<file path="config.mk">
export PLATFORM = sky130hd
export DESIGN_NAME = unique_set_insert_search_sort_unit
export DESIGN_NICKNAME = d
export VERILOG_FILES = /design/src/sv/uss_pkg.sv /design/src/sv/unique_set_insert_search_sort_unit.sv
export SDC_FILE = /design/constraint.sdc
export NUM_CORES = 1
export LEC_CHECK = 0
export BUFFER_PORTS_ARGS = -buffer_cell sky130_fd_sc_hd__buf_4
export CAP_MARGIN = 5
export CORE_UTILIZATION = 30
export CTS_CLUSTER_SIZE = 30
export DETAILED_ROUTE_END_ITERATION = 10
export GPL_TIMING_DRIVEN = 0
export SETUP_SLACK_MARGIN = 0.02
export SKIP_LAST_GASP = 1
export SYNTH_ARGS = -nofsm -noshare
export SYNTH_HDL_FRONTEND = slang
export SYNTH_SLANG_ARGS = --single-unit
</file>
<file path="constraint.sdc">
create_clock -name i_clk -period 8.5 [get_ports i_clk]
set_input_delay 1.275 -clock i_clk [delete_from_list [all_inputs] [get_ports i_clk]]
set_output_delay 1.275 -clock i_clk [all_outputs]
set_load 0.005 [all_outputs]
</file>
<file path="src/sv/uss_pkg.sv">
// Shared constants for the unique set store: request codes, status codes, widths.
`timescale 1ns / 1ps
package uss_pkg;

    localparam int CAPACITY_DEF = 16;
    localparam int DATA_W       = 32;
    localparam int REQ_W        = 3;
    localparam int STATUS_W     = 3;

    localparam logic [REQ_W-1:0] REQ_INSERT    = 3'd0;
    localparam logic [REQ_W-1:0] REQ_SEARCH    = 3'd1;
    localparam logic [REQ_W-1:0] REQ_DUMP      = 3'd2;
    localparam logic [REQ_W-1:0] REQ_SORT_ASC  = 3'd3;
    localparam logic [REQ_W-1:0] REQ_SORT_DESC = 3'd4;

    localparam logic [STATUS_W-1:0] ST_INSERTED  = 3'd0;
    localparam logic [STATUS_W-1:0] ST_DUPLICATE = 3'd1;
    localparam logic [STATUS_W-1:0] ST_FULL      = 3'd2;
    localparam logic [STATUS_W-1:0] ST_FOUND     = 3'd3;
    localparam logic [STATUS_W-1:0] ST_NOTFOUND  = 3'd4;
    localparam logic [STATUS_W-1:0] ST_ELEMENT   = 3'd5;
    localparam logic [STATUS_W-1:0] ST_EMPTY     = 3'd6;

endpackage

</file>
<file path="src/sv/unique_set_insert_search_sort_unit.sv">
// Unique set store: circular-buffer memory with insert, search, dump and in-place sort.
// Insert and search: accept, then a scan of up to n entries (one entry per cycle), then the result.
// Dump: one result per cycle unless the output stalls; n results, or one empty status.
// Sorts (n >= 2): in-place exchange sort after the transfer, then the dump.
// One request at a time: input ready returns once the final result is registered.
// Reset clears the entry count, front pointer and output valid; memory contents stay as they are.
`timescale 1ns / 1ps
module unique_set_insert_search_sort_unit
    import uss_pkg::*;
#(
    parameter int CAPACITY = CAPACITY_DEF
) (
    input  logic                       i_clk,
    input  logic                       i_rst_n,
    input  logic                       i_in_valid,
    output logic                       o_in_ready,
    input  logic [REQ_W-1:0]           i_req_type,
    input  logic signed [DATA_W-1:0]   i_value,
    output logic                       o_out_valid,
    input  logic                       i_out_ready,
    output logic [STATUS_W-1:0]        o_status,
    output logic signed [DATA_W-1:0]   o_element,
    output logic                       o_last
);

    localparam int AW = (CAPACITY > 1) ? $clog2(CAPACITY) : 1;
    localparam int CW = $clog2(CAPACITY + 1);
    localparam int SW = AW + 2;

    typedef enum logic [2:0] {
        S_IDLE,
        S_SCAN,
        S_RESP,
        S_DUMP,
        S_SORT_I,
        S_SORT_J,
        S_SORT_WB,
        S_DUMP_PRE
    } t_state;

    function automatic logic [AW-1:0] phys(input logic [AW-1:0] head, input logic [CW-1:0] idx);
        logic [SW-1:0] s;
        s = SW'(head) + SW'(idx);
        if (s >= SW'(CAPACITY)) s = s - SW'(CAPACITY);
        return s[AW-1:0];
    endfunction

    logic signed [DATA_W-1:0] mem [CAPACITY];
    logic signed [DATA_W-1:0] r_rd_data;

    t_state                   r_state, n_state;
    logic [AW-1:0]            r_head, n_head;
    logic [CW-1:0]            r_count, n_count;
    logic [REQ_W-1:0]         r_req, n_req;
    logic signed [DATA_W-1:0] r_val, n_val;
    logic [CW-1:0]            r_idx, n_idx;
    logic [CW-1:0]            r_j, n_j;
    logic signed [DATA_W-1:0] r_cur, n_cur;
    logic [STATUS_W-1:0]      r_rsp, n_rsp;
    logic                     r_out_valid, n_out_valid;
    logic [STATUS_W-1:0]      r_status, n_status;
    logic signed [DATA_W-1:0] r_element, n_element;
    logic                     r_last, n_last;

    logic [CW-1:0]            rd_index;
    logic [AW-1:0]            rd_addr;
    logic                     we;
    logic [AW-1:0]            wr_addr;
    logic signed [DATA_W-1:0] wr_data;
    logic                     out_free;
    logic [AW-1:0]            head_dec;
    logic [CW-1:0]            last_idx;
    logic [CW-1:0]            idx_inc;
    logic [CW-1:0]            j_inc;
    logic                     swap;

    assign o_in_ready  = (r_state == S_IDLE);
    assign o_out_valid = r_out_valid;
    assign o_status    = r_status;
    assign o_element   = r_element;
    assign o_last      = r_last;

    assign out_free = !r_out_valid || i_out_ready;
    assign head_dec = (r_head == '0) ? AW'(CAPACITY - 1) : AW'(r_head - 1'b1);
    assign last_idx = CW'(r_count - 1'b1);
    assign idx_inc  = CW'(r_idx + 1'b1);
    assign j_inc    = CW'(r_j + 1'b1);
    assign swap     = (r_req == REQ_SORT_DESC) ? (r_rd_data > r_cur) : (r_cur > r_rd_data);
    assign rd_addr  = phys(r_head, rd_index);

    always_comb begin
        n_state     = r_state;
        n_head      = r_head;
        n_count     = r_count;
        n_req       = r_req;
        n_val       = r_val;
        n_idx       = r_idx;
        n_j         = r_j;
        n_cur       = r_cur;
        n_rsp       = r_rsp;
        n_out_valid = r_out_valid && !i_out_ready;
        n_status    = r_status;
        n_element   = r_element;
        n_last      = r_last;
        rd_index    = '0;
        we          = 1'b0;
        wr_addr     = head_dec;
        wr_data     = r_val;

        unique case (r_state)
            S_IDLE: begin
                if (i_in_valid) begin
                    n_req = i_req_type;
                    n_val = i_value;
                    n_idx = '0;
                    unique case (i_req_type) inside
                        REQ_INSERT: begin
                            if (r_count == '0) begin
                                we      = 1'b1;
                                wr_data = i_value;
                                n_head  = head_dec;
                                n_count = CW'(1);
                                n_rsp   = ST_INSERTED;
                                n_state = S_RESP;
                            end else begin
                                n_state = S_SCAN;
                            end
                        end
                        REQ_SEARCH: begin
                            if (r_count == '0) begin
                                n_rsp   = ST_NOTFOUND;
                                n_state = S_RESP;
                            end else begin
                                n_state = S_SCAN;
                            end
                        end
                        REQ_DUMP: begin
                            if (r_count == '0) begin
                                n_rsp   = ST_EMPTY;
                                n_state = S_RESP;
                            end else begin
                                n_state = S_DUMP;
                            end
                        end
                        REQ_SORT_ASC, REQ_SORT_DESC: begin
                            if (r_count == '0) begin
                                n_rsp   = ST_EMPTY;
                                n_state = S_RESP;
                            end else if (r_count == CW'(1)) begin
                                n_state = S_DUMP;
                            end else begin
                                n_state = S_SORT_I;
                            end
                        end
                        default: ;
                    endcase
                end
            end
            S_SCAN: begin
                rd_index = idx_inc;
                n_idx    = idx_inc;
                if (r_rd_data == r_val) begin
                    n_rsp   = (r_req == REQ_INSERT) ? ST_DUPLICATE : ST_FOUND;
                    n_state = S_RESP;
                end else if (r_idx == last_idx) begin
                    n_state = S_RESP;
                    if (r_req == REQ_SEARCH) begin
                        n_rsp = ST_NOTFOUND;
                    end else if (r_count == CW'(CAPACITY)) begin
                        n_rsp = ST_FULL;
                    end else begin
                        we      = 1'b1;
                        n_head  = head_dec;
                        n_count = CW'(r_count + 1'b1);
                        n_rsp   = ST_INSERTED;
                    end
                end
            end
            S_RESP: begin
                if (out_free) begin
                    n_out_valid = 1'b1;
                    n_status    = r_rsp;
                    n_element   = r_val;
                    n_last      = 1'b1;
                    n_state     = S_IDLE;
                end
            end
            S_DUMP: begin
                rd_index = r_idx;
                if (out_free) begin
                    n_out_valid = 1'b1;
                    n_status    = ST_ELEMENT;
                    n_element   = r_rd_data;
                    n_last      = (r_idx == last_idx);
                    rd_index    = idx_inc;
                    n_idx       = idx_inc;
                    if (r_idx == last_idx) n_state = S_IDLE;
                end
            end
            S_SORT_I: begin
                n_cur    = r_rd_data;
                n_j      = idx_inc;
                rd_index = idx_inc;
                n_state  = S_SORT_J;
            end
            S_SORT_J: begin
                if (swap) begin
                    we      = 1'b1;
                    wr_addr = phys(r_head, r_j);
                    wr_data = r_cur;
                    n_cur   = r_rd_data;
                end
                rd_index = j_inc;
                n_j      = j_inc;
                if (r_j == last_idx) n_state = S_SORT_WB;
            end
            S_SORT_WB: begin
                we       = 1'b1;
                wr_addr  = phys(r_head, r_idx);
                wr_data  = r_cur;
                rd_index = idx_inc;
                n_idx    = idx_inc;
                n_state  = (idx_inc == last_idx) ? S_DUMP_PRE : S_SORT_I;
            end
            S_DUMP_PRE: begin
                rd_index = '0;
                n_idx    = '0;
                n_state  = S_DUMP;
            end
            default: n_state = S_IDLE;
        endcase
    end

    always_ff @(posedge i_clk) begin
        if (we) mem[wr_addr] <= wr_data;
        r_rd_data <= mem[rd_addr];
    end

    always_ff @(posedge i_clk) begin
        if (!i_rst_n) begin
            r_state     <= S_IDLE;
            r_head      <= '0;
            r_count     <= '0;
            r_out_valid <= 1'b0;
        end else begin
            r_state     <= n_state;
            r_head      <= n_head;
            r_count     <= n_count;
            r_out_valid <= n_out_valid;
        end
        r_req     <= n_req;
        r_val     <= n_val;
        r_idx     <= n_idx;
        r_j       <= n_j;
        r_cur     <= n_cur;
        r_rsp     <= n_rsp;
        r_status  <= n_status;
        r_element <= n_element;
        r_last    <= n_last;
    end

endmodule

</file>
## Word-level counts from Yosys, hierarchy flattened

Memory sizes are Yosys's and may differ from the RTL's. A register that Yosys moved wholly into a read port is not among the register bits.
Cells that the tools add are included.

- Register bits: 129
- Memory bits (writable): 512
- Input port bits: 39
- Memories kept: 1

Memory list:

| memory | depth | width | read ports | clocked after Yosys merged registers in | write ports | line | source |
|---|---|---|---|---|---|---|---|
| mem | 16 | 32 | 1 | 1 | 1 | unique_set_insert_search_sort_unit.sv:48 | `logic signed [DATA_W-1:0] mem [CAPACITY];` |

- Add/subtract/negate cells: 11
- $lt $le $gt $ge: 5
- Equal/unequal tests: 37
- Multiplexer cells: 82
- Reduce and logical (&&, ||, !) cells: 26

Operator list:

| cell | number |
|---|---|
| $mux W32 | 7 |
| $pmux W32 S2 | 2 |
| $pmux W32 S3 | 1 |
| $gt A32 B32 Y1 | 2 |
| $mux W3 | 18 |
| $mux W4 | 12 |
| $mux W5 | 9 |
| $eq A32 B32 Y1 | 1 |
| $pmux W3 S8 | 1 |
| $ne A2 B2 Y1 const B | 10 |
| $pmux W5 S2 | 2 |
| $pmux W5 S4 | 1 |
| $add A4 B5 Y6 | 3 |
| $eq A3 B3 Y1 const B | 6 |
| $ge A6 B5 Y1 const B | 3 |
| $pmux W3 S3 | 2 |
| $mux W1 | 16 |
| $pmux W4 S2 | 2 |
| $sub A4 B1 Y4 const B | 4 |
| $add A5 B1 Y5 const B | 3 |
| $eq A5 B5 Y1 | 3 |
| $pmux W5 S3 | 1 |
| $reduce_and A7 Y1 | 2 |
| $eq A3 B2 Y1 const B | 4 |
| 25 further kinds | 46 |

## Depth between registers and ports, before layout

Gate-level depths: netlist of run 1.

- Depth after elaboration: 8
- Depth in mapped cells: 14
- Depth with buffers taken out: 13

## Worst setup path after synthesis of run 1

OpenSTA, ideal clock, no wires.

- Kind: register -> register
- Start point: reg r_cur[1]
- End point: mem mem[2][0], enable pin
- Setup time: 0.425 ns
- Data arrival time: 4.170 ns
- Data required time: 8.075 ns
- Slack: 3.905 ns
- Cell stages (with the launch flop): 11
- Period minus slack after synthesis: 4.595 ns
- Path through: edfxtp_1 > ha_1 > nor2b_1 > o211ai_1 > a21oi_1 > or4b_2 > mux2i_1 > o32ai_2 > nor2_1 > or3b_4 > nor2b_1

- Cells in the longest elaborated chain, start to end: 6
- Elaborated cells on any way between the ends: 9

RTL lines:

| element | line | source |
|---|---|---|
| from (decl) | unique_set_insert_search_sort_unit.sv:58 | `logic signed [DATA_W-1:0] r_cur, n_cur;` |
| from (signal assigned) | unique_set_insert_search_sort_unit.sv:255 | `r_cur <= n_cur;` |
| $gt A32 B32 Y1 | unique_set_insert_search_sort_unit.sv:88 | `assign swap = (r_req == REQ_SORT_DESC) ? (r_rd_data > r_cur) : (r_cur > r_rd_data);` |
| $mux W1 (*) | unique_set_insert_search_sort_unit.sv:88 |  |
| $mux W1 | unique_set_insert_search_sort_unit.sv:207 | `if (swap) begin` |
| $pmux W1 S4 | unique_set_insert_search_sort_unit.sv:110 | `unique case (r_state)` |
| $mux W1 | unique_set_insert_search_sort_unit.sv:235 | `if (we) mem[wr_addr] <= wr_data;` |
| $mux W1 (not written as such) | unique_set_insert_search_sort_unit.sv:235 |  |
| to (decl) | unique_set_insert_search_sort_unit.sv:48 |  |

Every way passes the cells marked *; elsewhere a longest branch is shown, timed or not.

## Final worst setup path of run 1

- Start point: in i_out_ready
- End point: reg r_rd_data[11], read port of mem

- Cells in the longest elaborated chain, start to end: 6
- Elaborated cells on any way between the ends: 7

RTL lines:

| element | line | source |
|---|---|---|
| from (decl) | unique_set_insert_search_sort_unit.sv:20 | `input logic i_out_ready,` |
| $logic_or A1 B1 Y1 (*) | unique_set_insert_search_sort_unit.sv:83 | `assign out_free = !r_out_valid \|\| i_out_ready;` |
| $mux W5 (*) | - |  |
| $pmux W5 S3 (*) | unique_set_insert_search_sort_unit.sv:110 |  |
| $add A4 B5 Y6 (*) | unique_set_insert_search_sort_unit.sv:43 | `s = SW'(head) + SW'(idx);` |
| $ge A6 B5 Y1 / $sub A4 B1 Y4 (equally long branches) | unique_set_insert_search_sort_unit.sv:44 | `if (s >= SW'(CAPACITY)) s = s - SW'(CAPACITY);` |
| $mux W4 (*) | unique_set_insert_search_sort_unit.sv:44 |  |
| to (decl) | unique_set_insert_search_sort_unit.sv:49 | `logic signed [DATA_W-1:0] r_rd_data;` |

Marked as above.
A chain may end at the register's enable or synchronous reset.

==> results of run 1 <==
cell families (layout without fill, tap and decap cells):
kind of cell	after synthesis	after routing	synth area share [%]
DFF	673	673	71.4
and+or+nand+nor	268	268	4.44
AOI/OAI and AO/OA	194	194	4.32
muxes	175	175	13.6
buffers and inverters	110	332	1.54
xor gates and xnor gates	74	74	2.34
adders and majority gates	51	51	2.39
registers in the layout, summed over array words and instances (netlist names):
register and cells:
r_j 5, r_val 32, o_last 1, o_out_valid 1, mem 512, r_rd_data 32
o_element 32, r_cur 32, r_state 3, r_req 3, r_rsp 3, o_status 3
r_idx 5, r_head 4, r_count 5
how the worst max path moves through the flow:
stage                   startpoint                     to  depth (start not counted)
6_report               i_out_ready  r_rd_data[11]$_DFF_P_                         12
5_1_grt                i_out_ready  r_rd_data[11]$_DFF_P_                         12
4_1_cts                i_out_ready  r_rd_data[11]$_DFF_P_                         10
3_5_place_dp           i_out_ready  r_rd_data[11]$_DFF_P_                         10
3_3_place_gp   r_cur[13]$_DFFE_PP_   mem[6][17]$_DFFE_PP_                         10
2_1_floorplan   r_cur[1]$_DFFE_PP_    mem[2][0]$_DFFE_PP_                         10
cell usage after synthesis, drive strengths merged (2+ instances only):
cell type and number:
a211oi 3, a21o 6, a21oi 56, a22o 6, a22oi 27, a31o 2, a31oi 2, a41oi 2
and2 6, and3 6, buf 10, clkbuf 54, clkinv 2, dfxtp 45, edfxtp 628, fa 3
ha 48, inv 44, mux2 3, mux2i 12, mux4 160, nand2 129, nand2b 8, nand3 15
nand4 21, nor2 54, nor2b 6, nor3 9, nor3b 3, nor4 3, o211ai 4, o21a 3
o21ai 65, o22ai 6, o31ai 4, or3b 2, xnor2 55, xor2 19
power by group through the flow:
stage          Sequential (W)  Clock, W  Combinational, W
2_1_floorplan         0.00436         0           0.00187
3_3_place_gp          0.00443         0           0.00283
3_5_place_dp          0.00443         0           0.00291
4_1_cts               0.00436   0.00301           0.00292
5_1_grt               0.00438   0.00314           0.00318
6_report              0.00436   0.00296           0.00296
metal layers:
metal	track usage, %	routed length, um
met1	22.8	32700
met2	24.5	34000
met4	4.17	1720
met5	0	11
met3	5.09	7710
final cells by class:
cell class / instances / area [sq um] / area share (%)
plain buffers: 64 / 254 / 0.782
clock buffers: 97 / 1910 / 5.88
clock inverters: 26 / 267 / 0.820
inverters: 46 / 173 / 0.531
multi-input cells: 762 / 7640 / 23.5
flip-flops and latches: 673 / 19800 / 60.8
well taps: 1186 / 1480 / 4.57
repair buffers: 99 / 1010 / 3.10
per-stage QoR:
stage	hold WS [ns]	total power (W)	util (%)
floorplan	0.451	0.00623	-
global placement	0.466	0.00726	32.5
detailed placement	0.465	0.00734	33.1
CTS	0.482	0.0103	35.4
global route	0.483	0.0107	35.5
finish	0.482	0.0103	35.5
==> results.py, run 1 <==
metrics = {
    "run_status": {
        "outcome": "completed",
    },
    "worst_hold_path": {
        "min_path_type": "reg -> reg",
        "holdPathEnd": "r_cur[28]$_DFFE_PP_",
        "min_path_cells": 0,
        "hp-start": "r_rd_data[28]$_DFF_P_",
    },
    "floorplanning": {
        "rows": 111,
        "start_util_pct": 30.2,
        "dieWidth_um": 306,
        "core_area_sq_mm": 0.0915,
        "die_h_um": 306,
        "io_pins": 77,
        "die-area_sq_mm": 0.0935,
    },
    "worst_setup_path": {
        "timing.rr.end": "r_rd_data[7]$_DFF_P_",
        "path_class": "in -> reg",
        "path_delay_family": "buffers and inverters",
        "reg2regPathDepth": 14,
        "worstReg2RegStart": "r_state[2]$_SDFFE_PN0P_",
        "path_cells": "buf_4, nor2b_1, nand2_1, xnor2_1, o21ai_0, ha_1, inv_1, fa_1, clkbuf_1, clkbuf_1, mux4_2, mux4_2",
        "crit_buf_inv": 4,
        "worstPathRequired_ns": 8.99,
        "cp.arrival_ns": 5.71,
        "critical-path-max-stage-delay_ns": 0.86,
        "reg2reg_slack_ns": 3.49,
        "cp-end-kind": "flip-flop",
        "slowest_stage": "clkbuf_1",
        "worst-path-max-fanout": 10,
        "critPathLaunchType": "input port",
    },
    "finish": {
        "fin_area_sq_mm": 0.0325,
        "diodes": 0,
        "syn_to_final_growth_pct": 17.4,
        "nFillCells": 8447,
        "layout_commonest_cell": "edfxtp_1",
        "fin_nets": 1803,
        "final_cell_count_no_fill": 2953,
        "final_cell_mix": "628 x edfxtp_1, 160 x mux4_2, 129 x nand2_1, 80 x buf_4, 74 x clkbuf_1",
        "drive_gt1_share_pct": 22.5,
    },
    "sta": {
        "drv_slew": 0,
        "hold_viol": 0,
        "fin_crit_sh_pct": 61.4,
        "worst_slack_ns": 3.28,
        "fin_crit_ns": 5.22,
        "final.setup.tns_ns": 0,
        "fmax_mhz": 192,
        "finClkSkew_ns": 0.0240,
        "rsz0062_at_grt": "no",
        "tightest_slew_ns": 1.33,
        "slew_headroom_pct": 11.7,
        "setup_violations": 0,
    },
    "clock_network": {
        "cts_setup_buffers": 0,
        "cts_hold_buf": 0,
        "clkTransAtPathRegs_ns": 0.06,
        "clk_latency_ns": 0.62,
        "cts_resized": 0,
        "cts_sinks": 673,
        "htreeDepth": 3,
        "cts.path.max_buffers": 3,
        "numCtsBuffers": 67,
        "clockRootBuffer": "clkbuf_16",
        "cts_tree": "yes",
    },
    "synthesis": {
        "synth_top_area_share_pct": 68.1,
        "synth_area_leaders": "edfxtp_1 68%, mux4_2 13%, dfxtp_1 3.3%",
        "ys_types": 61,
        "async_reset_ff_share_pct": 0,
        "synth-seq-area-share_pct": 71.4,
        "avgSynthCellArea_sq_um": 17.9,
        "synth_edf_count": 628,
        "syn_nets": 1635,
        "ys_ff_latch": 673,
        "syn-cell-area_sq_mm": 0.0277,
        "synthCells": 1545,
        "yosys_warnings": 0,
        "yosysTopAreaCell": "edfxtp_1",
        "synthFlopType": "edfxtp_1",
    },
    "place": {
        "globalplace.congestion": 0.869,
        "post_dp_cell_area_sq_mm": 0.0303,
        "dp_cells": 2826,
        "dp_slack_ns": 2.67,
        "dp_hpwl_mm": 50.8,
        "portBuffers": 76,
    },
    "power_and_ir_drop": {
        "p_per_area_mw_per_mm2": 317,
        "p_seq_share_pct": 42.4,
        "p_int_w": 0.00707,
        "irDropWorstVdd_v": 0.000147,
        "clock_power_share_pct": 28.8,
        "p_leak_nw": 10.6,
        "p_sw_share_pct": 31.2,
        "share_comb_of_total_power_pct": 28.8,
        "switchingPower_w": 0.00321,
    },
    "flow_run": {
        "max-cap-violations": 0,
    },
    "drt": {
        "firstDrtPassIters": 6,
        "vias": 15300,
        "wl_mm": 76.1,
        "drc": 0,
        "ant_nets": 0,
        "wl_per_cell_um": 25.8,
        "avgViaCountPerCell": 5.18,
        "first_iter_violations": 2289,
    },
    "global_routing": {
        "grt_overflow": 0,
        "grtUsageTotal_pct": 16.3,
        "grt_pass1_vias": 15400,
        "antenna_found_initial": 2,
        "grt_max_degree": 23,
        "grt_first_pass_wirelength_mm": 109,
    },
}
Power figures use the tool's default switching activity.
==> inputs of run 2 (changes only) <==
Clock period 8.5 ns to 4.6 ns, I/O delays scaled along.
==> run 2 against run 1 <==
Against the previous run:
- routed wire length grew 1.8%
- utilization rose by 0.55 points
- global-route usage up 0.30 points
- count of clock-buffer cells in the layout down 3
- highest routed layer is now met4
- via count rose by 1.5%
- sequential cell count unchanged
- sequential power grew 85%
- die area stayed put
- cell count up 0.61%
- critical path type is now reg -> reg
==> results.py, run 2 (same netlist as run 1, synthesis figures left out) <==
metrics = {
    "clock_network": {
        "numCtsBuffers": 69,
        "clkTransAtPathRegs_ns": 0.06,
        "clk_latency_ns": 0.63,
        "cts_sinks": 673,
        "cts.path.max_buffers": 3,
        "cts_tree": "yes",
        "clockRootBuffer": "clkbuf_16",
        "htreeDepth": 3,
    },
    "finish": {
        "drive_gt1_share_pct": 26.3,
        "layout_commonest_cell": "edfxtp_1",
        "final_cell_mix": "628 x edfxtp_1, 160 x mux4_2, 114 x nand2_1, 82 x buf_4, 72 x clkbuf_16",
        "fin_util_pct": 36.1,
        "largest_reg_flops": 512,
        "fin_area_sq_mm": 0.0330,
        "final_cell_count_no_fill": 2971,
        "diodes": 0,
        "fin_nets": 1820,
        "syn_to_final_growth_pct": 19.2,
        "top_register": "mem",
    },
    "power_and_ir_drop": {
        "clock_power_share_pct": 28.7,
        "irDropWorstVdd_v": 0.000280,
        "p_sw_share_pct": 31.5,
        "p_per_area_mw_per_mm2": 577,
        "p_leak_nw": 10.9,
        "p_seq_share_pct": 42.3,
        "switchingPower_w": 0.00600,
        "share_comb_of_total_power_pct": 29.0,
        "finalPower_w": 0.0190,
        "p_int_w": 0.0130,
    },
    "place": {
        "globalplace.congestion": 0.886,
        "dp_cells": 2828,
        "post_dp_cell_area_sq_mm": 0.0303,
        "portBuffers": 76,
        "dp_hpwl_mm": 51.1,
    },
    "worst_setup_path": {
        "worst-path-max-fanout": 13,
        "worstPathRequired_ns": 4.91,
        "timing.rr.end": "mem[11][12]$_DFFE_PP_",
        "crit_top_cell": "buf_16",
        "cp.arrival_ns": 4.78,
        "reg2regPathDepth": 12,
        "path_cells": "ha_1, nand4_1, or3_1, a21oi_1, or4b_2, mux2i_2, o211ai_1, nand3_1, or3b_1, nor2_4, buf_16, buf_16",
        "critical-path-max-stage-delay_ns": 0.70,
        "worstReg2RegStart": "r_cur[13]$_DFFE_PP_",
        "cp-end-kind": "flip-flop",
        "critPathLaunchType": "flip-flop",
        "slowest_stage": "or4b_2",
        "path_class": "reg -> reg",
        "reg2reg_slack_ns": 0.13,
    },
    "floorplanning": {
        "die-area_sq_mm": 0.0935,
        "rows": 111,
        "dieWidth_um": 306,
        "die_h_um": 306,
        "start_util_pct": 30.2,
        "io_pins": 77,
        "core_area_sq_mm": 0.0915,
    },
    "sta": {
        "rsz0062_at_grt": "no",
        "finClkSkew_ns": 0.0327,
        "final.setup.tns_ns": 0,
        "slew_headroom_pct": 26.6,
        "tightest_slew_ns": 1.10,
        "setup_violations": 0,
        "drv_slew": 0,
        "hold_viol": 0,
        "fmax_mhz": 223,
        "fin_crit_sh_pct": 97.3,
        "fin_crit_ns": 4.47,
    },
    "drt": {
        "ant_nets": 0,
        "wl_per_cell_um": 26.1,
        "vias": 15500,
        "drc": 0,
        "first_iter_violations": 1791,
        "avgViaCountPerCell": 5.23,
        "wl_mm": 77.5,
        "firstDrtPassIters": 7,
    },
    "global_routing": {
        "grtUsageTotal_pct": 16.6,
        "grt_first_pass_wirelength_mm": 111,
        "grt_pass1_vias": 15700,
        "grt_overflow": 0,
        "antenna_found_initial": 0,
        "grt_max_degree": 27,
    },
    "run_status": {
        "outcome": "completed",
    },
    "worst_hold_path": {
        "min_path_type": "in -> reg",
        "min_path_cells": 1,
        "hp-start": "i_value[29]",
        "holdPathEnd": "r_val[29]$_DFFE_PP_",
    },
    "flow_run": {
        "max-cap-violations": 0,
    },
}
## run 2: area by class of cell
type,count,area (sq um)
inverter,46,173
multi-input combinational,762,7730
sequential,673,19800
fill,8388,58500
buffer,64,328
clock inverter,32,235
clock buffer,94,1950
tap,1186,1480
timing repair buffer,114,1330
## run 2: worst max-delay path, delay by kind of cell, from the launching register on
family | cells | cell delay (ns)
and+or+nand+nor | 6 | 2.28
DFF | 1 | 0.53
buffers and inverters | 2 | 0.39
adders and majority gates | 1 | 0.36
muxes | 1 | 0.35
AOI/OAI and AO/OA | 2 | 0.21
## run 2: power by group through the flow
stage                     Combinational [W]  Clock, W  Sequential [W]
final                               0.00552   0.00547         0.00805
after CTS                           0.00547   0.00555         0.00805
after detailed placement            0.00540         0         0.00818
after global placement              0.00524         0         0.00819
after floorplan                     0.00346         0         0.00805
after global routing                0.00591   0.00577         0.00810
## run 2: what timing repair did
item | CTS | global route
endpoints found under the setup margin | 390 | 549
hold buffers | 0 | 0
buffers inserted | 13 | 4
pin swaps | 11 | 1
gates resized for setup | 41 | 32
## run 2: per-stage QoR
step / worst slack, ns / hold WS [ns]
after CTS: -0.0176 / 0.248
after floorplan: 0.0821 / 0.451
final: 0.125 / 0.276
after global routing: 0.0272 / 0.252
after detailed placement: -0.701 / 0.471
after global placement: -2.59 / 0.469
## run 2: per-layer routing
metal / up-vias / share of wire, % / track usage [%]
met5: - / 0 / 0
met4: 0 / 2.9 / 4.90
met3: 133 / 10 / 4.97
met2: 755 / 45 / 24.9
met1: 8117 / 42 / 23.2
li1: 6533 / - / -
## run 2: how the worst max path moves through the flow
stage / depth (start not counted) / slack, ns / endpoint / startpoint
detailed placement: 11 / -0.70 / r_rd_data[11]$_DFF_P_ / i_out_ready
CTS: 10 / -0.02 / r_rd_data[11]$_DFF_P_ / r_state[2]$_SDFFE_PN0P_
floorplan: 10 / 0.08 / mem[6][0]$_DFFE_PP_ / r_cur[1]$_DFFE_PP_
global route: 11 / 0.03 / mem[5][14]$_DFFE_PP_ / r_cur[13]$_DFFE_PP_
global placement: 10 / -2.59 / mem[6][22]$_DFFE_PP_ / r_cur[13]$_DFFE_PP_
finish: 12 / 0.13 / mem[11][12]$_DFFE_PP_ / r_cur[13]$_DFFE_PP_
==> inputs of run 3 (changes only) <==
Settings changed: CORE_MARGIN set to 4, SKIP_CTS_REPAIR_TIMING set to 1.
==> run 3 against run 2 <==
Against the previous run:
- the run now ends with setup timing left
- clock skew up 0.0083 ns
- total power increased by 0.86%
- die area up 4.0%
==> results.py, run 3 (same netlist as run 1, synthesis figures left out) <==
metrics = {
    "global_routing": {
        "antenna_found_initial": 5,
        "grtUsageTotal_pct": 15.6,
        "grt_max_degree": 29,
        "grt_overflow": 0,
        "grt_first_pass_wirelength_mm": 110,
        "grt_pass1_vias": 15500,
    },
    "flow_run": {
        "max-cap-violations": 0,
    },
    "drt": {
        "first_iter_violations": 2178,
        "avgViaCountPerCell": 5.23,
        "wl_per_cell_um": 25.9,
        "firstDrtPassIters": 5,
        "drc": 0,
        "vias": 15600,
        "ant_nets": 0,
        "wl_mm": 77.3,
    },
    "place": {
        "globalplace.congestion": 0.868,
        "portBuffers": 76,
        "post_dp_cell_area_sq_mm": 0.0303,
        "dp_cells": 2827,
        "dp_hpwl_mm": 51.2,
        "dp_slack_ns": -0.708,
    },
    "floorplanning": {
        "io_pins": 77,
        "die-area_sq_mm": 0.0972,
        "rows": 111,
        "dieWidth_um": 312,
        "die_h_um": 312,
        "core_area_sq_mm": 0.0915,
        "start_util_pct": 30.2,
    },
    "sta": {
        "setup_violations": 13,
        "fin_crit_sh_pct": 100,
        "tightest_slew_ns": 1.33,
        "fmax_mhz": 217,
        "slew_headroom_pct": 10.1,
        "drv_slew": 0,
        "worst_slack_ns": -0.0129,
        "fin_crit_ns": 4.61,
        "finClkSkew_ns": 0.0411,
        "hold_viol": 0,
    },
    "clock_network": {
        "cts_tree": "yes",
        "htreeDepth": 3,
        "cts.path.max_buffers": 3,
        "numCtsBuffers": 70,
        "clkTransAtPathRegs_ns": 0.06,
        "cts_sinks": 673,
        "clk_latency_ns": 0.64,
        "clockRootBuffer": "clkbuf_16",
    },
    "worst_setup_path": {
        "cp-end-kind": "flip-flop",
        "worstPathRequired_ns": 4.94,
        "worst-path-max-fanout": 16,
        "cp.arrival_ns": 4.95,
        "critPathLaunchType": "flip-flop",
        "path_class": "reg -> reg",
    },
    "finish": {
        "nFillCells": 8456,
        "drive_gt1_share_pct": 25.9,
        "fin_area_sq_mm": 0.0332,
        "multi_input_area_sq_mm": 0.00766,
        "syn_to_final_growth_pct": 19.8,
        "fin_nets": 1831,
        "seqCellArea_sq_mm": 0.0198,
        "final_cell_count_no_fill": 2987,
        "top_register": "mem",
        "fin_util_pct": 36.2,
        "final_cell_mix": "628 x edfxtp_1, 160 x mux4_2, 125 x nand2_1, 82 x buf_4, 73 x clkbuf_16",
        "layout_commonest_cell": "edfxtp_1",
        "largest_reg_flops": 512,
    },
    "power_and_ir_drop": {
        "p_per_area_mw_per_mm2": 579,
        "p_leak_nw": 11.0,
        "finalPower_w": 0.0192,
        "irDropWorstVdd_v": 0.000323,
    },
    "worst_hold_path": {
        "min_path_type": "in -> reg",
    },
    "run_status": {
        "outcome": "complete, but fails checks",
        "violations": "setup timing",
    },
}
-- run 3: layer usage --
layer / GRT usage [%] / wire length (um)
met4: 4.77 / 2330
met5: 0 / 0
met1: 22.4 / 32800
met2: 22.8 / 33900
met3: 4.73 / 8270
-- run 3: per-stage QoR --
stage | hold WS [ns] | setup TNS [ns]
detailed placement | 0.469 | -43.87
finish | 0.257 | -0.118
global placement | 0.466 | -1271.30
floorplan | 0.451 | 0
global route | 0.232 | -2.13
CTS | 0.225 | -44.87
-- run 3: worst paths after layout --
| kind | start | to | slack (ns) | cells past startpoint |
|---|---|---|---|---|
| worst min-delay path | i_value[6] | r_val[6]$_DFFE_PP_ | 0.26 | 1 |
| worst max-delay path | r_cur[13]$_DFFE_PP_ | mem[0][1]$_DFFE_PP_ | -0.01 | 11 |
| worst max register to register | r_cur[13]$_DFFE_PP_ | mem[0][1]$_DFFE_PP_ | -0.01 | 11 |
| worst min register to register | r_rd_data[12]$_DFF_P_ | r_cur[12]$_DFFE_PP_ | 0.49 | 0 |
-- run 3: layout make-up --
| type | count | share of cell area [%] |
|---|---|---|
| sequential | 673 | 59.6 |
| multi-input combinational | 762 | 23.1 |
| clock buffer | 99 | 5.86 |
| timing repair buffer | 124 | 4.55 |
| tap | 1186 | 4.47 |
| clock inverter | 30 | 0.992 |
| buffer | 64 | 0.887 |
| inverter | 46 | 0.521 |
| antenna | 3 | 0.0226 |
-- run 3: worst max-delay path: stages (launching register included) --
cell,delay (ns)
edfxtp_1,0.51
ha_1,0.36
nand4_1,0.23
or3_1,0.28
a21oi_1,0.09
or4b_2,0.73
mux2i_1,0.24
o32ai_2,0.44
buf_4,0.30
buf_2,0.45
a22oi_1,0.16
nand2_1,0.50
-- run 3: report_power, final --
group	total [W]	switching (W)	internal, W
Clock	0.00561	0.00239	0.00321
Sequential	0.00805	0.000345	0.00770
Combinational	0.00555	0.00329	0.00226
